<file path="src/rtl/mcpa_pkg.sv">
`default_nettype none
package mcpa_pkg;
  localparam int unsigned POOL_BYTES = 33554432;
  localparam int unsigned SLOT_COUNT = 32;
  localparam int unsigned SW = $clog2(SLOT_COUNT);
  localparam int unsigned CW = $clog2(SLOT_COUNT + 1);
  localparam int unsigned PW = $clog2(POOL_BYTES + 1);
  localparam logic [PW-1:0] POOL_SZ = PW'(POOL_BYTES);

  localparam logic [1:0] FN_ALLOC = 2'd0;
  localparam logic [1:0] FN_MARK = 2'd1;
  localparam logic [1:0] FN_COLLECT = 2'd2;

  localparam logic [2:0] K_ALLOC = 3'd0;
  localparam logic [2:0] K_MARK = 3'd1;
  localparam logic [2:0] K_MOVED = 3'd2;
  localparam logic [2:0] K_FREED = 3'd3;
  localparam logic [2:0] K_DONE = 3'd4;

  localparam logic [1:0] ST_OK = 2'd0;
  localparam logic [1:0] ST_NOSPACE = 2'd1;
  localparam logic [1:0] ST_FULL = 2'd2;
  localparam logic [1:0] ST_BIG = 2'd3;

  typedef struct packed {
    logic [2:0] kind;
    logic [1:0] status;
    logic [4:0] slot_id;
    logic [24:0] old_address;
    logic [24:0] new_address;
    logic [25:0] length;
    logic [5:0] live_count;
    logic [25:0] free_bytes;
    logic [25:0] reclaimed_bytes;
    logic last;
  } res_t;

  typedef enum logic [3:0] {
    C_NONE, C_LATCH, C_GC_START, C_GC_RD, C_GC_STEP, C_GC_END,
    C_ALLOC, C_MARK, C_EMIT_BIG, C_EMIT_FULL, C_EMIT_NOSP, C_EMIT_DONE
  } cmd_t;

  typedef struct packed {
    logic gc_more;
    logic fits;
    logic too_big;
    logic have_free;
    logic emit;
    logic [1:0] func;
  } sts_t;
endpackage
`default_nettype wire

</file>
<file path="src/rtl/mark_compact_pool_allocator.sv">
`default_nettype none
// Mark-compact pool allocator: one input word (alloc, mark, collect) at a time.
// A mark result is formed in S_DEC, and an alloc that fits in S_AFT after it; each
// is registered in the datapath and then raises out_tvalid. The input reopens
// the cycle after the result word is taken. A collection walks the live slots
// in address order through the single-port slot tables, going through S_GA,
// S_GR and S_GX for each slot, and holds in S_GA while a move or free word is
// still pending at the output. Each result word waits in the output register.
module mark_compact_pool_allocator (
  input  wire logic clk,
  input  wire logic rst_n,
  input  wire logic in_tvalid,
  output logic in_tready,
  input  wire logic [31:0] in_tdata, // func[1:0], object_size[26:2], handle[31:27]
  output logic out_tvalid,
  input  wire logic out_tready,
  output logic [167:0] out_tdata, // kind, status, slot_id, old_address, new_address,
                                  // length, live_count, free_bytes, reclaimed_bytes
  output logic out_tlast
);
  import mcpa_pkg::*;

  cmd_t cmd;
  sts_t sts;
  res_t res;
  logic vld_r;
  logic in_fire;

  assign in_fire = in_tvalid && in_tready;

  mcpa_ctrl u_ctrl (
    .clk, .rst_n, .in_fire, .in_func(in_tdata[1:0]), .out_busy(vld_r || sts.emit),
    .sts, .in_ready(in_tready), .cmd
  );

  mcpa_datapath u_dp (
    .clk, .rst_n, .cmd, .in_func(in_tdata[1:0]), .in_size(in_tdata[26:2]),
    .in_handle(in_tdata[31:27]), .sts, .res
  );

  always_ff @(posedge clk) begin
    if (!rst_n) vld_r <= 1'b0;
    else if (sts.emit) vld_r <= 1'b1;
    else if (out_tready) vld_r <= 1'b0;
  end

  assign out_tvalid = vld_r;
  assign out_tlast = res.last;
  assign out_tdata = {24'd0, res.reclaimed_bytes, res.free_bytes, res.live_count,
                      res.length, res.new_address, res.old_address, res.slot_id,
                      res.status, res.kind};
endmodule
`default_nettype wire

</file>
<file path="src/rtl/mcpa_datapath.sv">
`default_nettype none
module mcpa_datapath (
  input  wire logic clk,
  input  wire logic rst_n,
  input  wire mcpa_pkg::cmd_t cmd,
  input  wire logic [1:0] in_func,
  input  wire logic [24:0] in_size,
  input  wire logic [4:0] in_handle,
  output mcpa_pkg::sts_t sts,
  output mcpa_pkg::res_t res
);
  import mcpa_pkg::*;

  logic [24:0] start_mem [SLOT_COUNT];
  logic [25:0] fp_mem [SLOT_COUNT];
  logic [SW-1:0] order_mem [SLOT_COUNT];
  logic [SLOT_COUNT-1:0] marked_r, in_use_r;
  logic [CW-1:0] order_cnt_r, idx_r, wr_r;
  logic [PW-1:0] free_ptr_r, recl_r, gc_fp_r;
  logic [1:0] func_r;
  logic [25:0] fp_need_r;
  logic [4:0] handle_r;
  logic [SW-1:0] cur_s_r, free_slot;
  logic [24:0] cur_start_r;
  logic [25:0] cur_len_r;
  logic have_free;
  logic [PW-1:0] space;
  logic emit_r;
  res_t res_r;
  res_t res_nxt;
  logic emit_nxt, mark_ok, moved;

  always_comb begin
    have_free = 1'b0;
    free_slot = '0;
    for (int i = SLOT_COUNT - 1; i >= 0; i--) begin
      if (!in_use_r[i]) begin
        have_free = 1'b1;
        free_slot = SW'(i);
      end
    end
  end

  assign space = (free_ptr_r >= POOL_SZ) ? '0 : POOL_SZ - free_ptr_r;
  assign sts.gc_more = (idx_r < order_cnt_r);
  assign sts.fits = ({6'd0, space} >= 32'(fp_need_r));
  assign sts.too_big = (32'(fp_need_r) > 32'(POOL_SZ));
  assign sts.have_free = have_free && (order_cnt_r < CW'(SLOT_COUNT));
  assign sts.emit = emit_r;
  assign sts.func = func_r;
  assign res = res_r;

  assign mark_ok = in_use_r[handle_r];
  assign moved = (PW'(cur_start_r) != gc_fp_r);

  always_comb begin
    res_nxt = '0;
    emit_nxt = 1'b0;
    unique case (cmd)
      C_GC_STEP: begin
        res_nxt.slot_id = 5'(cur_s_r);
        res_nxt.length = cur_len_r;
        if (!marked_r[cur_s_r]) begin
          res_nxt.kind = K_FREED;
          emit_nxt = 1'b1;
        end else if (moved) begin
          res_nxt.kind = K_MOVED;
          res_nxt.old_address = cur_start_r;
          res_nxt.new_address = 25'(gc_fp_r);
          emit_nxt = 1'b1;
        end
      end
      C_ALLOC: begin
        res_nxt.kind = K_ALLOC;
        res_nxt.status = ST_OK;
        res_nxt.slot_id = 5'(free_slot);
        res_nxt.new_address = 25'(free_ptr_r);
        res_nxt.live_count = 6'(order_cnt_r + 1'b1);
        res_nxt.free_bytes = 26'(space - PW'(fp_need_r));
        res_nxt.last = 1'b1;
        emit_nxt = 1'b1;
      end
      C_MARK: begin
        res_nxt.kind = K_MARK;
        res_nxt.status = mark_ok ? ST_OK : ST_FULL;
        res_nxt.slot_id = handle_r;
        res_nxt.live_count = 6'(order_cnt_r);
        res_nxt.free_bytes = 26'(space);
        res_nxt.last = 1'b1;
        emit_nxt = 1'b1;
      end
      C_EMIT_BIG, C_EMIT_FULL, C_EMIT_NOSP, C_EMIT_DONE: begin
        res_nxt.kind = (cmd == C_EMIT_DONE) ? K_DONE : K_ALLOC;
        res_nxt.status = (cmd == C_EMIT_BIG) ? ST_BIG :
                         (cmd == C_EMIT_FULL) ? ST_FULL :
                         (cmd == C_EMIT_NOSP) ? ST_NOSPACE : ST_OK;
        res_nxt.live_count = 6'(order_cnt_r);
        res_nxt.free_bytes = 26'(space);
        res_nxt.reclaimed_bytes = (cmd == C_EMIT_DONE) ? 26'(recl_r) : 26'd0;
        res_nxt.last = 1'b1;
        emit_nxt = 1'b1;
      end
      default: ;
    endcase
  end

  always_ff @(posedge clk) begin
    cur_s_r <= order_mem[idx_r[SW-1:0]];
    if (!rst_n) begin
      marked_r <= '0;
      in_use_r <= '0;
      order_cnt_r <= '0;
      free_ptr_r <= '0;
      idx_r <= '0;
      wr_r <= '0;
      recl_r <= '0;
      emit_r <= 1'b0;
    end else begin
      emit_r <= emit_nxt;
      if (emit_nxt) res_r <= res_nxt;
      unique case (cmd)
        C_LATCH: begin
          func_r <= in_func;
          fp_need_r <= 26'(in_size) + 26'd1;
          handle_r <= in_handle;
          recl_r <= '0;
        end
        C_GC_START: begin
          idx_r <= '0;
          wr_r <= '0;
          gc_fp_r <= '0;
        end
        C_GC_RD: begin
          cur_start_r <= start_mem[cur_s_r];
          cur_len_r <= fp_mem[cur_s_r];
        end
        C_GC_STEP: begin
          idx_r <= idx_r + 1'b1;
          if (marked_r[cur_s_r]) begin
            marked_r[cur_s_r] <= 1'b0;
            if (moved) start_mem[cur_s_r] <= 25'(gc_fp_r);
            gc_fp_r <= gc_fp_r + PW'(cur_len_r);
            order_mem[wr_r[SW-1:0]] <= cur_s_r;
            wr_r <= wr_r + 1'b1;
          end else begin
            recl_r <= recl_r + PW'(cur_len_r);
            in_use_r[cur_s_r] <= 1'b0;
          end
        end
        C_GC_END: begin
          order_cnt_r <= wr_r;
          free_ptr_r <= gc_fp_r;
        end
        C_ALLOC: begin
          in_use_r[free_slot] <= 1'b1;
          marked_r[free_slot] <= 1'b0;
          start_mem[free_slot] <= 25'(free_ptr_r);
          fp_mem[free_slot] <= fp_need_r;
          order_mem[order_cnt_r[SW-1:0]] <= free_slot;
          order_cnt_r <= order_cnt_r + 1'b1;
          free_ptr_r <= free_ptr_r + PW'(fp_need_r);
        end
        C_MARK: begin
          if (mark_ok) marked_r[handle_r] <= 1'b1;
        end
        default: ;
      endcase
    end
  end
endmodule
`default_nettype wire

</file>
<file path="src/rtl/mcpa_ctrl.sv">
`default_nettype none
module mcpa_ctrl (
  input  wire logic clk,
  input  wire logic rst_n,
  input  wire logic in_fire,
  input  wire logic [1:0] in_func,
  input  wire logic out_busy,
  input  wire mcpa_pkg::sts_t sts,
  output logic in_ready,
  output mcpa_pkg::cmd_t cmd
);
  import mcpa_pkg::*;

  localparam logic [3:0] S_IDLE = 4'd0, S_DEC = 4'd1, S_GS = 4'd2, S_GA = 4'd3,
                         S_GR = 4'd4, S_GX = 4'd5, S_GE = 4'd6, S_AFT = 4'd7,
                         S_WAIT = 4'd8, S_FIN = 4'd9;
  logic [3:0] st_r, st_nxt;

  assign in_ready = (st_r == S_IDLE) && !out_busy;

  always_comb begin
    st_nxt = st_r;
    cmd = C_NONE;
    unique case (st_r)
      S_IDLE: if (in_fire && in_func != 2'd3) begin
        cmd = C_LATCH;
        st_nxt = S_DEC;
      end
      S_DEC: begin
        priority case (sts.func)
          FN_MARK: begin
            cmd = C_MARK;
            st_nxt = S_WAIT;
          end
          FN_COLLECT: st_nxt = S_GS;
          default: begin
            if (sts.too_big) begin
              cmd = C_EMIT_BIG;
              st_nxt = S_WAIT;
            end else if (!sts.fits) st_nxt = S_GS;
            else st_nxt = S_AFT;
          end
        endcase
      end
      S_GS: begin
        cmd = C_GC_START;
        st_nxt = S_GA;
      end
      S_GA: if (!out_busy) begin
        if (sts.gc_more) st_nxt = S_GR;
        else st_nxt = S_GE;
      end
      S_GR: begin
        cmd = C_GC_RD;
        st_nxt = S_GX;
      end
      S_GX: begin
        cmd = C_GC_STEP;
        st_nxt = S_GA;
      end
      S_GE: begin
        cmd = C_GC_END;
        st_nxt = S_FIN;
      end
      S_FIN: if (!out_busy) begin
        st_nxt = S_WAIT;
        cmd = (sts.func == FN_COLLECT) ? C_EMIT_DONE : C_NONE;
        if (sts.func != FN_COLLECT) st_nxt = S_AFT;
      end
      S_AFT: if (!out_busy) begin
        st_nxt = S_WAIT;
        if (!sts.have_free) cmd = C_EMIT_FULL;
        else if (!sts.fits) cmd = C_EMIT_NOSP;
        else cmd = C_ALLOC;
      end
      S_WAIT: st_nxt = S_IDLE;
      default: st_nxt = S_IDLE;
    endcase
  end

  always_ff @(posedge clk) begin
    if (!rst_n) st_r <= S_IDLE;
    else st_r <= st_nxt;
  end
endmodule
`default_nettype wire

</file>
<file path="config.mk">
export PLATFORM = sky130hd
export DESIGN_NAME = mark_compact_pool_allocator
export DESIGN_NICKNAME = d
export VERILOG_FILES = /design/src/rtl/mcpa_pkg.sv /design/src/rtl/mark_compact_pool_allocator.sv /design/src/rtl/mcpa_datapath.sv /design/src/rtl/mcpa_ctrl.sv
export SDC_FILE = /design/constraint.sdc
export NUM_CORES = 2
export LEC_CHECK = 0
export ABC_AREA = 1
export BUFFER_PORTS_ARGS = -buffer_cell sky130_fd_sc_hd__buf_4
export CAP_MARGIN = 5
export CORE_ASPECT_RATIO = 1.5
export CORE_UTILIZATION = 45
export CTS_BUF_LIST = sky130_fd_sc_hd__clkbuf_8
export CTS_CLUSTER_SIZE = 16
export DETAILED_ROUTE_END_ITERATION = 10
export GPL_TIMING_DRIVEN = 0
export HOLD_SLACK_MARGIN = 0.08
export PLACE_DENSITY = 0.6
export SLEW_MARGIN = 20
export SYNTH_ARGS = -nofsm -noshare
export SYNTH_HDL_FRONTEND = slang
export SYNTH_HIERARCHICAL = 1
export SYNTH_SLANG_ARGS = --single-unit
</file>
<file path="constraint.sdc">
create_clock -name clk -period 8.6 [get_ports clk]
set_input_delay 0.86 -clock clk [delete_from_list [all_inputs] [get_ports clk]]
set_output_delay 0.86 -clock clk [all_outputs]
set_load 0.01 [all_outputs]
</file>
==> reports/results.ini <==
[flow_run]
maxCapViolations=0

[critical_path]
rr_startpoint=u_dp/free_ptr_r[25]$_SDFFE_PN0P_
critPathSlowestCell=nor2_4
crit_arrival_ps=8830
worstSetupStartpointType=flop
cp_slowest_stage_delay_ps=590
r2r_cells=33
crit_type=reg2reg
critPathLaunch=u_dp/free_ptr_r[25]$_SDFFE_PN0P_
cp-end-kind=flop
crit_fanout=15
r2r_setup_slack_ps=390
r2r-end=u_dp/fp_mem[19][20]$_DFFE_PP_
critical_path.most_common_cell=inv_1
worstPathRequired_ps=9220

[floorplan]
start_util_pct=45.3
io_pins=207
dieArea_sq_um=199000
coreArea_sq_um=196000
die_h_microns=546
die_w_microns=365
rows=199

[placement]
port_buffers=182
hpwl_microns=244000
post_dp_cell_area_sq_um=98300
place_ws_ps=-774
place_congestion=0.996

[route]
drt_wl_total_microns=343000
via_per_inst=6.20
ant_nets=0
wl_per_cell_microns=33.2
first_pass_iters=7
drt_iter0_drc=8690
drc=0
num_vias=64100

[finish]
final_area_sq_um=105000
nFillCells=16100
drive_gt1_share_pct=15.6
nNetsFinal=7614
area.growth.synth_to_final_pct=18.6

[yosys]
synth-xor-area-share_pct=0.631
synth_edf_count=2047
syn_area_per_cell_sq_um=13.3
synthMuxAreaShare_pct=0
syn_inst=6666
synthTopCellsByArea=edfxtp_1 (69%), a22oi_1 (7.1%), a21oi_1 (4.1%)
synth.distinct_cells=69
synth-simple-area-share_pct=7.05
synthArstFlopShare_pct=0
yosysWarnings=6
synth_fa_ha_area_share_pct=1.68
ys_ff_latch=2192
netlist.area_leader.share_pct=69.2
synthFlopType=edfxtp_1
yosysSeqAreaShare_pct=72.5
synth_area_sq_um=88800
synth_top_family_by_area=compound AO/OA/AOI/OAI gates
yosys.area.top_type=edfxtp_1
synth-compound-area-share_pct=14.9

[pwr]
p_seq_share_pct=49.2
power.internal_w=0.0175
p_switching_w=0.00787
pwr-share-clk_pct=31.2
p_per_area_nw_per_um2=241
p_leak_nw=35.8
combPwrFrac_pct=19.6
p_sw_share_pct=31.1
ir_drop_mv=0.112

[sta]
max_freq_mhz=122
setup-violations-final=0
fin_tns_setup_ps=0
slew_headroom_pct=7.23
worst_clock_skew_ps=88.8
fin_crit_sh_pct=95.5
finalHoldViolations=0
setup_slack_ps=390
rsz0062_at_grt=no
max_slew.worst_pin.slew_ps=1390
drv_slew=0
period_needed_ps=8210

[clocking]
cts_root_buffer=clkbuf_8
path_clk_slew_ps=60
htree_num_levels=5
cts.sinks=2192
cts_buffer_depth=4
cts_tree=built
cts_buffers=325
worstSkewPairLatency_ps=1000

[hold_path]
hold_end=u_dp/func_r[0]$_DFFE_PP_
hold_start=in_tdata[0]
hold_class=in2reg
hold_depth=1

[global_routing]
antenna_found_initial=22
grt_pass1_vias=62500
gr-total-overflow=0
grt_pass1_wl_microns=469000
grt_max_degree=114
track_usage_pct=33.9

[outcome]
status=complete, no violations

-- timing repair --
item / in CTS / in global routing
hold buffers: 5 / 0
gates resized for setup: 4 / 48
setup endpoints to repair: 1211 / 1527
cloned: 1 / 0
setup buffers: 57 / 19
pin swaps: 30 / 6
hold endpoints to repair: 5 / 0
-- through the flow --
stage | utilization, % | hold slack, ps | std cells | power [W]
2_1_floorplan | - | 445 | 6689 | 0.0151
3_3_place_gp | 47.7 | 462 | 9484 | 0.0171
3_5_place_dp | 50.2 | 461 | 9665 | 0.0175
4_1_cts | 53.5 | 83.2 | 10300 | 0.0252
5_1_grt | 53.7 | 116 | 10300 | 0.0261
6_report | 53.7 | 135 | 10300 | 0.0253
-- area by class of cell --
type                            count  area [sq um]  area share, %
Multi-Input combinational cell   3755         22700           21.5
Sequential cell                  2192         64400           61.1
Inverter                          384          1450           1.38
Buffer                            359          1520           1.44
Clock inverter                    225          1190           1.13
Tap cell                         2613          3270           3.11
Timing Repair Buffer              444          6120           5.81
Antenna cell                       35          87.6         0.0832
Clock buffer                      336          4620           4.39
-- cells by family (layout without fill, tap and decap cells) --
logic type | Yosys count | in the layout
and+or+nand+nor | 1459 | 1459
buffers and inverters | 743 | 1748
AOI/OAI and AO/OA | 2090 | 2091
DFF | 2192 | 2192
xor gates and xnor gates | 64 | 64
adders and majority gates | 117 | 117
other | 1 | 59
-- worst max path at each step --
stage,cells past startpoint,slack [ps],to
2_1_floorplan,29,640,u_dp/start_mem[14][0]$_DFFE_PP_
3_3_place_gp,29,-7100,u_dp/start_mem[31][0]$_DFFE_PP_
3_5_place_dp,33,-770,u_dp/start_mem[29][0]$_DFFE_PP_
4_1_cts,35,4,u_dp/start_mem[19][10]$_DFFE_PP_
5_1_grt,37,80,u_dp/fp_mem[17][20]$_DFFE_PP_
6_report,33,390,u_dp/fp_mem[19][20]$_DFFE_PP_
-- routing by layer --
layer  wire length [microns]  GRT usage [%]
met2                  163000           54.8
met3                   34700           7.06
met5                      66              0
met4                   30400           26.4
met1                  115000           39.2
-- power groups by stage --
stage / logic [W] / clock network (W) / registers [W]
finish: 0.00497 / 0.00790 / 0.0125
global route: 0.00522 / 0.00841 / 0.0125
CTS: 0.00481 / 0.00798 / 0.0125
detailed placement: 0.00478 / 0 / 0.0127
global placement: 0.00406 / 0 / 0.0130
floorplan: 0.00239 / 0 / 0.0127
-- layout by cell type (no fill, tap or decap), types with 16 or more instances in the layout --
cell | synthesis | final
inv_1 | 360 | 451
a211oi_1 | 19 | 17
clkbuf_8 | 0 | 336
clkbuf_1 | 269 | 222
inv_2 | 17 | 17
or2_2 | 43 | 43
buf_8 | 0 | 30
clkbuf_2 | 0 | 47
xnor2_1 | 16 | 16
a22oi_1 | 837 | 837
nand3_1 | 78 | 74
o21ai_0 | 278 | 252
nand2_2 | 19 | 20
o22ai_1 | 47 | 47
buf_16 | 0 | 62
buf_4 | 25 | 264
conb_1 | 1 | 24
diode_2 | 0 | 35
xor2_1 | 48 | 48
clkinv_1 | 7 | 76
nor2_4 | 4 | 72
a21oi_1 | 734 | 734
o21a_1 | 16 | 16
nor2_1 | 516 | 418
nand4_1 | 18 | 18
edfxtp_1 | 2047 | 2047
o21ai_4 | 1 | 29
o221ai_1 | 42 | 41
nand2_1 | 613 | 609
nor3_1 | 55 | 53
nor2_2 | 16 | 46
a31oi_1 | 19 | 19
nor4_1 | 62 | 61
clkinv_2 | 0 | 39
buf_1 | 59 | 50
ha_1 | 113 | 113
dfxtp_1 | 145 | 145
buf_12 | 0 | 103
-- flip-flops by register name, summed over array words and instances, names as in the netlist, 32 cells and up --
| signal | cells |
|---|---|
| u_dp/fp_mem | 832 |
| u_dp/start_mem | 800 |
| u_dp/in_use_r | 32 |
| u_dp/order_mem | 160 |
| u_dp/marked_r | 32 |
| u_dp/res | 145 |
-- synth_stat cells, drive strengths merged, types with 4 or more instances --
| cell | n |
|---|---|
| fa | 4 |
| inv | 377 |
| o22ai | 47 |
| nor3b | 4 |
| nor4 | 64 |
| o211ai | 6 |
| a32o | 4 |
| clkbuf | 269 |
| ha | 113 |
| o21ai | 304 |
| o21bai | 6 |
| a221oi | 14 |
| dfxtp | 145 |
| a2111oi | 6 |
| a21oi | 739 |
| nor2 | 537 |
| o221ai | 42 |
| a22oi | 837 |
| o21a | 16 |
| or2 | 44 |
| a32oi | 5 |
| a31oi | 19 |
| a211oi | 19 |
| xor2 | 48 |
| buf | 90 |
| or4 | 8 |
| nand4 | 19 |
| o31ai | 8 |
| nor3 | 57 |
| nand3b | 7 |
| nand2 | 635 |
| xnor2 | 16 |
| nand3 | 79 |
| edfxtp | 2047 |
| a2111o | 6 |
| clkinv | 7 |
-- worst max-delay path, delay by kind of cell (launching register included) --
| kind | cells | cell delay, ps |
|---|---|---|
| AO/OA/AOI/OAI | 9 | 2000 |
| adder cells (fa/ha/maj) | 2 | 650 |
| buffers and inverters | 11 | 2240 |
| flip-flops | 1 | 360 |
| AND/OR/NAND/NOR | 11 | 2540 |
(Power assumes the default switching activity.)
